**src/rtl/bwm_pkg.sv**
```systemverilog
package bwm_pkg;

  localparam int unsigned TsW    = 64;
  localparam int unsigned HashW  = 64;
  localparam int unsigned LenW   = 16;
  localparam int unsigned CountW = 64;
  localparam int unsigned RateW  = 64;
  localparam int unsigned WidthW = 41;

  localparam logic [WidthW-1:0] WidthReset = WidthW'(100 * 1000 * 1000);

  localparam logic [HashW-1:0] MarkerA = 64'hFEED_CAFE_DEAD_BEEF;
  localparam logic [HashW-1:0] MarkerB = 64'hFFFF_FFFF_FFFF_F106;

  // 8 bits/byte * 1e9 ns/s = 5^9 * 2^12: nine times-five steps, then a shift
  localparam int unsigned MulSteps  = 9;
  localparam int unsigned RateShift = 12;
  localparam int unsigned OddW      = 21;  // 5^9 < 2^21
  localparam int unsigned MulW      = CountW + OddW;

  localparam int unsigned DivSteps = RateW;
  localparam int unsigned CntW     = $clog2(DivSteps);

endpackage

```
**src/rtl/bwm_in_if.sv**
```systemverilog
interface bwm_in_if;
  logic                         valid;
  logic                         ready;
  logic [bwm_pkg::TsW-1:0]      timestamp;
  logic [bwm_pkg::HashW-1:0]    flow_hash;
  logic [bwm_pkg::LenW-1:0]     packet_length;
  logic                         first_of_run;
  logic [bwm_pkg::TsW-1:0]      seed_timestamp;

  modport source (
    output valid, timestamp, flow_hash, packet_length, first_of_run, seed_timestamp,
    input  ready
  );
  modport sink (
    input  valid, timestamp, flow_hash, packet_length, first_of_run, seed_timestamp,
    output ready
  );
endinterface

```
**src/rtl/bwm_out_if.sv**
```systemverilog
interface bwm_out_if;
  logic                         valid;
  logic                         ready;
  logic [bwm_pkg::TsW-1:0]      point_timestamp;
  logic [bwm_pkg::CountW-1:0]   class0_bytes;
  logic [bwm_pkg::RateW-1:0]    class0_rate;
  logic [bwm_pkg::RateW-1:0]    class1_rate;
  logic                         last;

  modport source (
    output valid, point_timestamp, class0_bytes, class0_rate, class1_rate, last,
    input  ready
  );
  modport sink (
    input  valid, point_timestamp, class0_bytes, class0_rate, class1_rate, last,
    output ready
  );
endinterface

```
**src/rtl/windowed_two_class_bandwidth_meter_core.sv**
```systemverilog
// Two-class bandwidth meter over time windows.
// in_i takes one packet record per transfer (valid/ready). Class 1 is a packet whose
// flow hash matches one of two marker values; all others are class 0. The packet
// length is added to its class counter in the transfer cycle.
// In the next cycle the window test runs. A packet that does not close the window
// then sends the block back to idle, and the next record waits until then.
// A packet that closes the window starts the rate unit, shared by both classes:
// times-five steps, a range check, then restoring division, one quotient bit per
// cycle. The division is skipped when the rate saturates.
// A big gap gives two points; the second shows in the cycle after the first is taken.
// in_i stays not ready from the transfer until the last point of that packet
// is taken. A stalled out_o holds its point and the block waits.
// The window width register is written through cfg_we_i/cfg_wdata_i; the user must
// write it only while idle, as the block does not enforce this. Reset clears window
// start, previous timestamp and both counters, loads 100 ms width, and is then ready.
module windowed_two_class_bandwidth_meter_core (
  input  logic                          clk_i,
  input  logic                          rst_ni,
  input  logic                          cfg_we_i,
  input  logic [bwm_pkg::WidthW-1:0]    cfg_wdata_i,
  bwm_in_if.sink                        in_i,
  bwm_out_if.source                     out_o
);

  typedef enum logic [2:0] {
    StIdle,
    StEval,
    StMul,
    StChk,
    StDiv,
    StEmit
  } state_e;

  state_e                          state_q;
  logic [bwm_pkg::WidthW-1:0]      width_q;
  logic [bwm_pkg::TsW-1:0]         ts_q;
  logic [bwm_pkg::TsW-1:0]         ws_q;
  logic [bwm_pkg::TsW-1:0]         prev_q;
  logic [bwm_pkg::CountW-1:0]      c0_q;
  logic [bwm_pkg::CountW-1:0]      c1_q;
  logic [bwm_pkg::TsW-1:0]         elapsed_q;
  logic                            big_gap_q;
  logic                            sel_q;
  logic [bwm_pkg::CntW-1:0]        cnt_q;
  logic [bwm_pkg::MulW-1:0]        mul_q;
  logic [bwm_pkg::RateW-1:0]       rem_q;
  logic [bwm_pkg::RateW-1:0]       lo_q;
  logic [bwm_pkg::RateW-1:0]       quo_q;
  logic [bwm_pkg::RateW-1:0]       r0_q;
  logic [bwm_pkg::RateW-1:0]       r1_q;
  logic [bwm_pkg::TsW-1:0]         out_ts_q;
  logic                            out_last_q;

  logic                            in_fire;
  logic                            out_fire;
  logic                            is_cls1;
  logic [bwm_pkg::TsW-1:0]         ws_base;
  logic [bwm_pkg::TsW-1:0]         prev_base;
  logic [bwm_pkg::CountW-1:0]      c0_base;
  logic [bwm_pkg::CountW-1:0]      c1_base;
  logic [bwm_pkg::CountW-1:0]      len_ext;
  logic [bwm_pkg::TsW-1:0]         diff_ws;
  logic [bwm_pkg::TsW-1:0]         diff_prev;
  logic [bwm_pkg::TsW-1:0]         width_ext;
  logic                            closes;
  logic                            big_gap;
  logic [bwm_pkg::TsW-1:0]         div_hi;
  logic [bwm_pkg::RateW-1:0]       div_lo;
  logic [bwm_pkg::RateW:0]         r_shift;
  logic [bwm_pkg::RateW+1:0]       r_sub;
  logic                            take;
  logic [bwm_pkg::RateW-1:0]       rem_next;
  logic                            q_done;
  logic [bwm_pkg::RateW-1:0]       q_val;

  assign in_fire  = in_i.valid && in_i.ready;
  assign out_fire = out_o.valid && out_o.ready;

  assign in_i.ready            = (state_q == StIdle);
  assign out_o.valid           = (state_q == StEmit);
  assign out_o.point_timestamp = out_ts_q;
  assign out_o.class0_bytes    = c0_q;
  assign out_o.class0_rate     = r0_q;
  assign out_o.class1_rate     = r1_q;
  assign out_o.last            = out_last_q;

  always_comb begin
    is_cls1   = (in_i.flow_hash == bwm_pkg::MarkerA) || (in_i.flow_hash == bwm_pkg::MarkerB);
    ws_base   = in_i.first_of_run ? in_i.timestamp : ws_q;
    prev_base = in_i.first_of_run ? in_i.seed_timestamp : prev_q;
    c0_base   = in_i.first_of_run ? '0 : c0_q;
    c1_base   = in_i.first_of_run ? '0 : c1_q;
    len_ext   = bwm_pkg::CountW'(in_i.packet_length);

    width_ext = bwm_pkg::TsW'(width_q);
    diff_ws   = ts_q - ws_q;
    diff_prev = ts_q - prev_q;
    closes    = (ts_q > ws_q) && (diff_ws > width_ext);
    big_gap   = (ts_q > prev_q) && (diff_prev > width_ext);

    // dividend = product << RateShift, split into high and low words
    div_hi = bwm_pkg::TsW'(mul_q[bwm_pkg::MulW-1:bwm_pkg::RateW-bwm_pkg::RateShift]);
    div_lo = {mul_q[bwm_pkg::RateW-bwm_pkg::RateShift-1:0], bwm_pkg::RateShift'(0)};

    r_shift  = {rem_q, lo_q[bwm_pkg::RateW-1]};
    r_sub    = {1'b0, r_shift} - {2'b00, elapsed_q};
    take     = !r_sub[bwm_pkg::RateW+1];
    rem_next = take ? r_sub[bwm_pkg::RateW-1:0] : r_shift[bwm_pkg::RateW-1:0];

    q_done = 1'b0;
    q_val  = {quo_q[bwm_pkg::RateW-2:0], take};
    if (state_q == StChk && div_hi >= elapsed_q) begin
      q_done = 1'b1;
      q_val  = '1;
    end else if (state_q == StDiv && cnt_q == bwm_pkg::CntW'(bwm_pkg::DivSteps - 1)) begin
      q_done = 1'b1;
    end
  end

  always_ff @(posedge clk_i or negedge rst_ni) begin
    if (!rst_ni) begin
      state_q    <= StIdle;
      width_q    <= bwm_pkg::WidthReset;
      ts_q       <= '0;
      ws_q       <= '0;
      prev_q     <= '0;
      c0_q       <= '0;
      c1_q       <= '0;
      elapsed_q  <= '0;
      sel_q      <= 1'b0;
      cnt_q      <= '0;
      mul_q      <= '0;
      rem_q      <= '0;
      lo_q       <= '0;
      quo_q      <= '0;
      r0_q       <= '0;
      r1_q       <= '0;
      out_ts_q   <= '0;
      big_gap_q  <= 1'b0;
      out_last_q <= 1'b0;
    end else begin
      if (cfg_we_i) begin
        width_q <= cfg_wdata_i;
      end
      unique case (state_q)
        StIdle: begin
          if (in_fire) begin
            ts_q    <= in_i.timestamp;
            ws_q    <= ws_base;
            prev_q  <= prev_base;
            c0_q    <= is_cls1 ? c0_base : c0_base + len_ext;
            c1_q    <= is_cls1 ? c1_base + len_ext : c1_base;
            state_q <= StEval;
          end
        end
        StEval: begin
          if (closes) begin
            elapsed_q <= diff_ws;
            big_gap_q <= big_gap;
            sel_q     <= 1'b0;
            mul_q     <= bwm_pkg::MulW'(c0_q);
            cnt_q     <= '0;
            state_q   <= StMul;
          end else begin
            prev_q  <= ts_q;
            state_q <= StIdle;
          end
        end
        StMul: begin
          mul_q <= mul_q + {mul_q[bwm_pkg::MulW-3:0], 2'b00};
          if (cnt_q == bwm_pkg::CntW'(bwm_pkg::MulSteps - 1)) begin
            cnt_q   <= '0;
            state_q <= StChk;
          end else begin
            cnt_q <= cnt_q + bwm_pkg::CntW'(1);
          end
        end
        StChk: begin
          // hi < elapsed here unless saturated, so it fits the remainder
          rem_q <= div_hi;
          lo_q  <= div_lo;
          quo_q <= '0;
          cnt_q <= '0;
          if (!q_done) begin
            state_q <= StDiv;
          end
        end
        StDiv: begin
          rem_q <= rem_next;
          lo_q  <= {lo_q[bwm_pkg::RateW-2:0], 1'b0};
          quo_q <= q_val;
          cnt_q <= cnt_q + bwm_pkg::CntW'(1);
        end
        StEmit: begin
          if (out_fire) begin
            if (!out_last_q) begin
              out_ts_q   <= ts_q;
              out_last_q <= 1'b1;
            end else begin
              ws_q    <= ts_q;
              prev_q  <= ts_q;
              c0_q    <= '0;
              c1_q    <= '0;
              state_q <= StIdle;
            end
          end
        end
        default: state_q <= StIdle;
      endcase
      if (q_done) begin
        cnt_q <= '0;
        if (!sel_q) begin
          r0_q    <= q_val;
          sel_q   <= 1'b1;
          mul_q   <= bwm_pkg::MulW'(c1_q);
          state_q <= StMul;
        end else begin
          r1_q       <= q_val;
          out_ts_q   <= big_gap_q ? prev_q : ts_q;
          out_last_q <= !big_gap_q;
          state_q    <= StEmit;
        end
      end
    end
  end

  a_no_overlap: assert property (@(posedge clk_i) disable iff (!rst_ni)
    !(in_i.ready && out_o.valid))
    else $error("input ready while a point is pending");

  a_second_point: assert property (@(posedge clk_i) disable iff (!rst_ni)
    (out_fire && !out_o.last) |=> (out_o.valid && out_o.last))
    else $error("first of two points not followed by the final one");

  a_restart: assert property (@(posedge clk_i) disable iff (!rst_ni)
    (out_fire && out_o.last) |=> (in_i.ready && c0_q == '0 && c1_q == '0 && ws_q == prev_q))
    else $error("window not restarted after the final point");

  a_seed: assert property (@(posedge clk_i) disable iff (!rst_ni)
    (in_fire && in_i.first_of_run) |=> (ws_q == $past(in_i.timestamp)))
    else $error("run start did not seed the window start");

  a_divisor: assert property (@(posedge clk_i) disable iff (!rst_ni)
    (state_q == StMul || state_q == StChk || state_q == StDiv) |-> (elapsed_q != '0))
    else $error("rate unit running with zero elapsed time");

endmodule
```
**src/flat_wrapper.sv**
```systemverilog
// flat-port wrapper written by rule: the top's interface ports become plain ports
module windowed_two_class_bandwidth_meter_core_flat 
  (clk_i, rst_ni, cfg_we_i, cfg_wdata_i, in_i_valid, in_i_timestamp, in_i_flow_hash, in_i_packet_length, in_i_first_of_run, in_i_seed_timestamp, in_i_ready, out_o_valid, out_o_point_timestamp, out_o_class0_bytes, out_o_class0_rate, out_o_class1_rate, out_o_last, out_o_ready);
  bwm_in_if in_i_i ();
  bwm_out_if out_o_i ();
  input  logic clk_i;
  input  logic rst_ni;
  input  logic cfg_we_i;
  input  logic [bwm_pkg::WidthW-1:0] cfg_wdata_i;
  input wire logic [$bits(in_i_i.valid)-1:0] in_i_valid;
  input wire logic [$bits(in_i_i.timestamp)-1:0] in_i_timestamp;
  input wire logic [$bits(in_i_i.flow_hash)-1:0] in_i_flow_hash;
  input wire logic [$bits(in_i_i.packet_length)-1:0] in_i_packet_length;
  input wire logic [$bits(in_i_i.first_of_run)-1:0] in_i_first_of_run;
  input wire logic [$bits(in_i_i.seed_timestamp)-1:0] in_i_seed_timestamp;
  output wire logic [$bits(in_i_i.ready)-1:0] in_i_ready;
  output wire logic [$bits(out_o_i.valid)-1:0] out_o_valid;
  output wire logic [$bits(out_o_i.point_timestamp)-1:0] out_o_point_timestamp;
  output wire logic [$bits(out_o_i.class0_bytes)-1:0] out_o_class0_bytes;
  output wire logic [$bits(out_o_i.class0_rate)-1:0] out_o_class0_rate;
  output wire logic [$bits(out_o_i.class1_rate)-1:0] out_o_class1_rate;
  output wire logic [$bits(out_o_i.last)-1:0] out_o_last;
  input wire logic [$bits(out_o_i.ready)-1:0] out_o_ready;
  assign in_i_i.valid = in_i_valid;
  assign in_i_i.timestamp = in_i_timestamp;
  assign in_i_i.flow_hash = in_i_flow_hash;
  assign in_i_i.packet_length = in_i_packet_length;
  assign in_i_i.first_of_run = in_i_first_of_run;
  assign in_i_i.seed_timestamp = in_i_seed_timestamp;
  assign in_i_ready = in_i_i.ready;
  assign out_o_valid = out_o_i.valid;
  assign out_o_point_timestamp = out_o_i.point_timestamp;
  assign out_o_class0_bytes = out_o_i.class0_bytes;
  assign out_o_class0_rate = out_o_i.class0_rate;
  assign out_o_class1_rate = out_o_i.class1_rate;
  assign out_o_last = out_o_i.last;
  assign out_o_i.ready = out_o_ready;
  windowed_two_class_bandwidth_meter_core u_core (.clk_i(clk_i), .rst_ni(rst_ni), .cfg_we_i(cfg_we_i), .cfg_wdata_i(cfg_wdata_i), .in_i(in_i_i), .out_o(out_o_i));
endmodule
```
**config.mk**
```make
export PLATFORM = sky130hd
export DESIGN_NAME = windowed_two_class_bandwidth_meter_core_flat
export DESIGN_NICKNAME = d
export VERILOG_FILES = /design/src/rtl/bwm_pkg.sv /design/src/rtl/bwm_in_if.sv /design/src/rtl/bwm_out_if.sv /design/src/rtl/windowed_two_class_bandwidth_meter_core.sv /design/src/flat_wrapper.sv
export SDC_FILE = /design/constraint.sdc
export NUM_CORES = 2
export LEC_CHECK = 0
export BUFFER_PORTS_ARGS = -buffer_cell sky130_fd_sc_hd__buf_4
export CAP_MARGIN = 20
export CORE_UTILIZATION = 40
export DETAILED_ROUTE_END_ITERATION = 10
export PLACE_DENSITY = 0.66
export SYNTH_ARGS = -nofsm -noshare
export SYNTH_HDL_FRONTEND = slang
export SYNTH_SLANG_ARGS = --single-unit
```
**constraint.sdc**
```tcl
create_clock -name clk_i -period 7.05 [get_ports clk_i]
set_clock_uncertainty 0.2 [all_clocks]
set_input_delay 0 -clock clk_i [delete_from_list [all_inputs] [get_ports clk_i]]
set_output_delay 0 -clock clk_i [all_outputs]
set_load 0.005 [all_outputs]
```
# Word level (Yosys, flattened, before mapping)
# Index checks and enable logic that the tools add are counted.
[classes] n_addsub=7 order_cmp=5 eq_ne=20 mux=56 bitwise_logic=1 reduce_logical=23
[ops] cell="64-bit two-way mux" count=23
[ops] cell="64-bit one-hot mux with 2 select lines" count=5
[ops] cell="85-bit two-way mux" count=3
[ops] cell="64-bit one-hot mux with 3 select lines" count=1
[ops] cell="85-bit one-hot mux with 2 select lines" count=1
[ops] cell="64-bit by 16-bit adder with 64-bit output" count=2
[ops] cell="64-bit == test, second input constant" count=2
[ops] cell="64-bit by 41-bit > comparator with 1-bit output" count=2
[ops] cell="64-bit > comparator" count=2
[ops] cell="64-bit subtractor" count=2
[ops] cell="63-bit one-hot mux with 2 select lines" count=1
[ops] cell="85-bit adder" count=1
[ops] cell="65-bit by 64-bit subtractor with 66-bit output" count=1
[ops] cell="33-bit by 64-bit greater-or-equal comparator with 1-bit output" count=1
[ops] cell="6-bit one-hot mux with 4 select lines" count=1
[ops] cell="3-bit two-way mux" count=6
[ops] cell="6-bit two-way mux" count=3
[ops] cell="3-bit one-hot mux with 6 select lines" count=1
[ops] cell="1-bit two-way mux" count=10
[ops] cell="2-bit != test, second input constant" count=5
[ops] cell="2-bit AND reduction" count=5
[ops] cell="5-bit AND reduction" count=2
[ops] cell="3-bit != test, second input constant" count=3
[ops] cell="6-bit by 1-bit adder with 6-bit output, second input constant" count=1
[ops] cell="other kinds (18)" count=28
[totals] ff_bits=905 input_bits=255 output_inout_bits=259 wordCells=131

# Depth between registers and ports, before layout
[logic_depth] depth_word=7 depth_mapped=30 mapped_depth_nobuf=29

# Worst setup path before layout
# Ideal clock, no wire load.
[synth_timing] path_kind="reg-to-reg" from="register u_core.ts_q[0] (netlist bit)" to="register u_core.prev_q[0] (netlist bit)" setup_time_ns=0.128 arrival_ns=6.199 required_time_ns=6.722 path_slack_ns=0.524 path_stages_with_launch=30 n_path_buf=1 period_less_slack_ns=6.526 cell_sequence="dfrtp_1 > inv_1 > ha_1 > inv_1 > fa_1 > a21oi_1 > o211ai_1 > nand2_1 > nor2_1 > nor2_1 > nor2_1 > o21ai_0 > nand2b_1 > a21oi_1 > nor3_1 > nor2_1 > xnor2_1 > ha_1 > and3_1 > and4_1 > a221oi_1 > nand4_1 > a21oi_1 > or4b_1 > or4_1 > or4b_4 > or4_1 > a31oi_1 > buf_6 > mux2_1"
[synth_between] elab_chain_len=5 elab_cells_between_ends=10 cone_classes="add/sub (1); order compare (2); eq/ne (1); mux (4); reduce/logical (2)"
[synth_lines] element="start, declared" line_no="windowed_two_class_bandwidth_meter_core.sv:36" source="logic [bwm_pkg::TsW-1:0] ts_q;"
[synth_lines] element="start signal, assigned" line_no="windowed_two_class_bandwidth_meter_core.sv:148" source="ts_q <= in_i.timestamp;"
[synth_lines] element="64-bit subtractor" line_no="windowed_two_class_bandwidth_meter_core.sv:96" source="diff_ws = ts_q - ws_q;"
[synth_lines] element="via u_core.diff_ws, one bit" line_no="windowed_two_class_bandwidth_meter_core.sv:62" source="logic [bwm_pkg::TsW-1:0] diff_ws;"
[synth_lines] element="64-bit by 41-bit > comparator with 1-bit output" line_no="windowed_two_class_bandwidth_meter_core.sv:98" source="closes = (ts_q > ws_q) && (diff_ws > width_ext);"
[synth_lines] element="1-bit logical AND" line_no="windowed_two_class_bandwidth_meter_core.sv:98"
[synth_lines] element="2-bit != test (no source line)"
[synth_lines] element="6-bit AND reduction (no source line)"
[synth_lines] element="end signal, assigned" line_no="windowed_two_class_bandwidth_meter_core.sv:150" source="prev_q <= prev_base;"
[synth_lines] element="end signal, assigned" line_no="windowed_two_class_bandwidth_meter_core.sv:165" source="prev_q <= ts_q;"
[synth_lines] element="end signal, assigned" line_no="windowed_two_class_bandwidth_meter_core.sv:201" source="prev_q <= ts_q;"
[synth_lines] element="end, declared" line_no="windowed_two_class_bandwidth_meter_core.sv:38" source="logic [bwm_pkg::TsW-1:0] prev_q;"
# The timed path passes the listed nets, and every way through them passes these cells. The select of a mux whose other input is x is not followed.
# A chain may end at the register's enable or synchronous reset.

# Final worst setup path
[layout_timing] from="register u_core.ws_q[7] (netlist bit)" to="register u_core.prev_q[34] (netlist bit)"
[layout_between] elab_chain_len=5 elab_cells_between_ends=6 cone_classes="add/sub (1); order compare (2); eq/ne (1); reduce/logical (2)"
[layout_lines] element="start, declared" line_no="windowed_two_class_bandwidth_meter_core.sv:37" source="logic [bwm_pkg::TsW-1:0] ws_q;"
[layout_lines] element="start signal, assigned" line_no="windowed_two_class_bandwidth_meter_core.sv:149" source="ws_q <= ws_base;"
[layout_lines] element="start signal, assigned" line_no="windowed_two_class_bandwidth_meter_core.sv:200" source="ws_q <= ts_q;"
[layout_lines] element="64-bit subtractor" line_no="windowed_two_class_bandwidth_meter_core.sv:96"
[layout_lines] element="via u_core.diff_ws, one bit" line_no="windowed_two_class_bandwidth_meter_core.sv:62"
[layout_lines] element="64-bit by 41-bit > comparator with 1-bit output" line_no="windowed_two_class_bandwidth_meter_core.sv:98"
[layout_lines] element="1-bit logical AND" line_no="windowed_two_class_bandwidth_meter_core.sv:98"
[layout_lines] element="2-bit != test (no source line)"
[layout_lines] element="6-bit AND reduction (no source line)"
# The timed path passes the listed nets, and every way through them passes these cells.

==> load_flow_metrics.sql <==
INSERT INTO impl_metrics (metric_group, metric, value, unit) VALUES
('sta', 'final.period_utilization', '101.6', '%'),
('route', 'detail_route.wirelength.met1', '97100', 'um'),
('yosys', 'ys.warnings.count', '0', ''),
('global_route', 'number_of_global_route_vias_before_repair', '58580', ''),
('yosys', 'number_of_register_bits_inferred_by_synthesis', '893', ''),
('die', 'die_height', '390.0', 'um'),
('die', 'die-area', '152100', 'um2'),
('route', 'drt-initial-drc-count', '5790', ''),
('power', 'power_density', '509.8', 'nW/um2'),
('yosys', 'synth_enable_flop_cells', '0', ''),
('cts', 'clock_tree_from_tritoncts', 'yes', ''),
('cts', 'tritoncts.num_buffers', '103', ''),
('final_layout', 'multi_input_comb_area', '35470', 'um2'),
('route', 'route.top_layer_used', 'met5', ''),
('sta', 'finalWorstPathRequiredPeriod', '7.161', 'ns'),
('route', 'route.met3.wl', '17330', 'um'),
('global_route', 'grt_start_max_net_pins', '160', ''),
('die', 'initial_core_util', '40.53', '%'),
('final_layout', 'layout-area-overhead-vs-synth', '27.96', '%'),
('critical_path', 'path_max_fanout', '8', ''),
('place', 'place.port_buffers', '513', ''),
('final_layout', 'most-common-layout-cells', 'sky130_fd_sc_hd__nand2_1, sky130_fd_sc_hd__dfrtp_1, sky130_fd_sc_hd__o21ai_0', ''),
('die', 'pin_count', '514', ''),
('final_layout', 'sequential_cell_area', '22360', 'um2'),
('sta', 'finalMaxSlewViolations', '0', ''),
('cts', 'cts_root_buffer', 'sky130_fd_sc_hd__clkbuf_16', ''),
('yosys', 'synth_seq_area_share', '37.14', '%'),
('route', 'drc_errors', '0', ''),
('sta', 'max_frequency', '0.1397', 'GHz'),
('job', 'max-cap-violations', '0', ''),
('global_route', 'global_route.usage.total', '28.12', '%'),
('place', 'place_inst', '9616', ''),
('sta', 'worst_tran_pin_value', '1.138', 'ns'),
('die', 'die_w', '390.0', 'um'),
('global_route', 'grt_overflow_total', '0', ''),
('final_layout', 'n_fill_cell', '13620', ''),
('sta', 'worst_hold_slack', '0.04584', 'ns'),
('critical_path', 'crit_path_start_kind', 'flip-flop', ''),
('sta', 'relSlewSlack', '23.16', '%'),
('final_layout', 'fin_nets', '8966', ''),
('route', 'drtAntennaViolNets', '0', ''),
('yosys', 'post_synthesis_cell_area', '60200', 'um2'),
('place', 'post-dp-hpwl', '156000', 'um'),
('sta', 'timing.setup.tns', '-3.007', 'ns'),
('global_route', 'grt_first_pass_wirelength', '339900', 'um'),
('cts', 'cts_htree_levels', '3', ''),
('cts', 'insertion_delay', '0.77', 'ns'),
('power', 'power_leakage', '36.67', 'nW'),
('yosys', 'netlist-cell-type-count', '90', ''),
('sta', 'post-route-worst-setup-slack', '-0.1106', 'ns'),
('status', 'failed_checks', 'negative setup slack', ''),
('critical_path', 'timing.critical_path.required', '7.51', 'ns'),
('route', 'avgRoutedWirePerCell', '21.43', 'um'),
('critical_path', 'timing.critical_path.to_type', 'flip-flop', ''),
('route', 'wirelength', '222500', 'um'),
('power', 'irDropWorstVdd', '303.8', 'uV'),
('final_layout', 'fin_cells', '10380', ''),
('yosys', 'syn_area_per_cell', '8.265', 'um2'),
('yosys', 'post_synth_inst_count', '7284', ''),
('route', 'detail_route.first_pass.iterations', '5', ''),
('sta', 'number_of_setup_violations_in_the_final_report', '66', ''),
('cts', 'cts-root-to-sink-buffers', '3', ''),
('yosys', 'synth-async-reset-ratio', '100.0', '%'),
('route', 'dr_total_vias', '60450', ''),
('final_layout', 'mostFrequentLayoutCell', 'sky130_fd_sc_hd__nand2_1', ''),
('route', 'post_drt_via_cell_ratio', '5.824', ''),
('cts', 'path_clk_slew', '0.07', 'ns'),
('place', 'globalplace.congestion', '0.9805', ''),
('die', 'rows', '141', ''),
('cts', 'cts.sinks', '893', ''),
('final_layout', 'final_layout_size_suffix_gt1_share', '13.24', '%'),
('die', 'floorplan.core_area', '148500', 'um2'),
('sta', 'rsz0062_at_grt', 'true', ''),
('hold_path', 'hp-class', 'in2reg', ''),
('power', 'power.total', '39.27', 'mW'),
('sta', 'finalHoldViolations', '0', ''),
('global_route', 'grt_antenna_before_repair', '6', ''),
('route', 'dr_wl_met2', '100900', 'um'),
('critical_path', 'critical_path_arrival', '7.62', 'ns'),
('yosys', 'mappedNetlistNets', '7968', ''),
('critical_path', 'timing.setup.critical_path_class', 'reg2reg', ''),
('status', 'status', 'finished with violations', ''),
('yosys', 'synthFlopType', 'sky130_fd_sc_hd__dfrtp_1', '');
-- final timing paths --
| kind | startpoint | endpoint | slack [ns] | cells past startpoint |
|---|---|---|---|---|
| worst max register to register | u_core.ws_q[7]$_DFFE_PN0P_ | u_core.prev_q[34]$_DFFE_PN0P_ | -0.11 | 27 |
| min in group asynchronous | rst_ni | u_core.width_q[8]$_DFFE_PN1P_ | 0.27 | 3 |
| max in group asynchronous | rst_ni | u_core.rem_q[59]$_DFFE_PN0P_ | 5.19 | 5 |
| worst min-delay path | in_i_seed_timestamp[2] | u_core.prev_q[2]$_DFFE_PN0P_ | 0.05 | 4 |
| worst min register to register | u_core.quo_q[37]$_DFFE_PN0P_ | u_core.quo_q[37]$_DFFE_PN0P_ | 0.28 | 2 |
| worst max-delay path | u_core.ws_q[7]$_DFFE_PN0P_ | u_core.prev_q[34]$_DFFE_PN0P_ | -0.11 | 27 |
-- state kept, by name (all words and copies together), names as in the netlist --
signal	cells
u_core.c1_q	64
u_core.out_o.class0_rate	64
u_core.lo_q	52
u_core.out_o.class0_bytes	64
u_core.ts_q	64
u_core.prev_q	64
u_core.width_q	41
u_core.state_q	3
u_core.ws_q	64
u_core.out_o.last	1
u_core.elapsed_q	64
u_core.out_o.point_timestamp	64
u_core.mul_q	85
u_core.big_gap_q	1
u_core.out_o.class1_rate	64
u_core.quo_q	63
u_core.cnt_q	6
u_core.sel_q	1
u_core.rem_q	64
-- power breakdown --
part	internal, mW	total (mW)	leakage, nW	switching [mW]
sequential	6.62	8.11	11.6	1.49
combinational	10.6	25.3	23.3	14.8
clock	3.39	5.85	1.78	2.46
-- Yosys cell counts, drive strengths merged (13+ instances only) --
library cell / instances / area share, %
nor3: 105 / 0.87
a211o: 16 / 0.23
a31oi: 137 / 1.4
o41ai: 15 / 0.22
nor4: 44 / 0.46
a21boi: 22 / 0.27
clkbuf: 365 / 2.3
o22ai: 99 / 1.0
a22oi: 27 / 0.34
nor2b: 98 / 1.0
or2: 13 / 0.14
a221oi: 30 / 0.44
a41oi: 17 / 0.25
o211ai: 45 / 0.56
o21ai: 760 / 6.3
a22o: 39 / 0.57
buf: 31 / 0.39
nand4: 132 / 1.4
xnor2: 152 / 2.2
nand2b: 48 / 0.50
a2111oi: 16 / 0.23
or3: 29 / 0.30
nand3: 167 / 1.4
a21oi: 443 / 3.7
dfrtp: 881 / 37
mux2i: 222 / 3.7
o21a: 50 / 0.62
ha: 423 / 8.8
inv: 372 / 2.3
or4: 13 / 0.16
a221o: 29 / 0.48
a211oi: 49 / 0.63
nand2: 1183 / 7.4
o31ai: 35 / 0.44
xor2: 98 / 1.4
and2: 36 / 0.37
nor2: 532 / 3.3
a21o: 198 / 2.5
o21bai: 45 / 0.56
and4: 13 / 0.19
and3: 68 / 0.71
nor3b: 13 / 0.16
-- area by class of cell --
| type | count | area share, % |
|---|---|---|
| sequential | 893 | 29.03 |
| tap | 2002 | 3.252 |
| clock buffer | 142 | 3.810 |
| inverter | 373 | 1.817 |
| multi-input combinational | 5622 | 46.04 |
| clock inverter | 50 | 0.9583 |
| timing repair buffer | 1289 | 15.06 |
| antenna | 8 | 0.02599 |
-- critical path, cell delays in order, from the launching register on --
cell                       delay [ns]
sky130_fd_sc_hd__dfrtp_1         0.35
sky130_fd_sc_hd__inv_1           0.05
sky130_fd_sc_hd__ha_1            0.38
sky130_fd_sc_hd__o21a_1          0.14
sky130_fd_sc_hd__o211ai_1        0.11
sky130_fd_sc_hd__nor3_2          0.27
sky130_fd_sc_hd__and3_1          0.29
sky130_fd_sc_hd__nor2_2          0.09
sky130_fd_sc_hd__nor2_1          0.09
sky130_fd_sc_hd__nor2_1          0.08
sky130_fd_sc_hd__o41ai_2         0.39
sky130_fd_sc_hd__xor2_1          0.26
sky130_fd_sc_hd__ha_1            0.29
sky130_fd_sc_hd__nand4_1         0.12
sky130_fd_sc_hd__nor2_2          0.06
sky130_fd_sc_hd__and3_1          0.19
sky130_fd_sc_hd__and4_4          0.20
sky130_fd_sc_hd__a221oi_2        0.21
sky130_fd_sc_hd__nand4_1         0.15
sky130_fd_sc_hd__a21oi_2         0.18
sky130_fd_sc_hd__or4b_1          0.45
sky130_fd_sc_hd__or4_1           0.52
sky130_fd_sc_hd__or4b_4          0.60
sky130_fd_sc_hd__or4_4           0.45
sky130_fd_sc_hd__a31oi_4         0.28
sky130_fd_sc_hd__buf_12          0.26
sky130_fd_sc_hd__buf_8           0.16
sky130_fd_sc_hd__mux2i_2         0.23
-- per-layer routing --
layer	vias to the layer above	track usage [%]
met5	-	0
met4	2	9.818
met3	447	4.375
met2	2614	44.55
met1	29330	38.83
li1	28060	-
-- stage by stage --
stage,instance area (um2),utilization (%),setup slack (ns)
floorplan,60200,-,0.5236
global placement,66980,45.09,-0.1724
detailed placement,66980,45.09,-0.2889
CTS,76090,51.22,-0.007353
global route,77030,51.85,-0.2929
finish,77040,51.86,-0.1106
-- logic make-up after synthesis --
family / share of synthesized area (%)
flops: 37.14
mux: 3.878
compound gates: 22.56
buf+inv: 4.996
simple gates: 18.79
xor+xnor: 3.637
fa+ha+maj: 8.991
-- timing repair --
action | CTS | global route
endpoints found under the setup margin | 181 | 202
gates resized for setup | 17 | 144
cloned | 1 | 14
hold endpoints to repair | 1185 | 0
setup buffers | 6 | 15
pin swaps | 9 | 49
hold buffers | 526 | 0
Note: power is estimated with default switching activity, not from simulation.
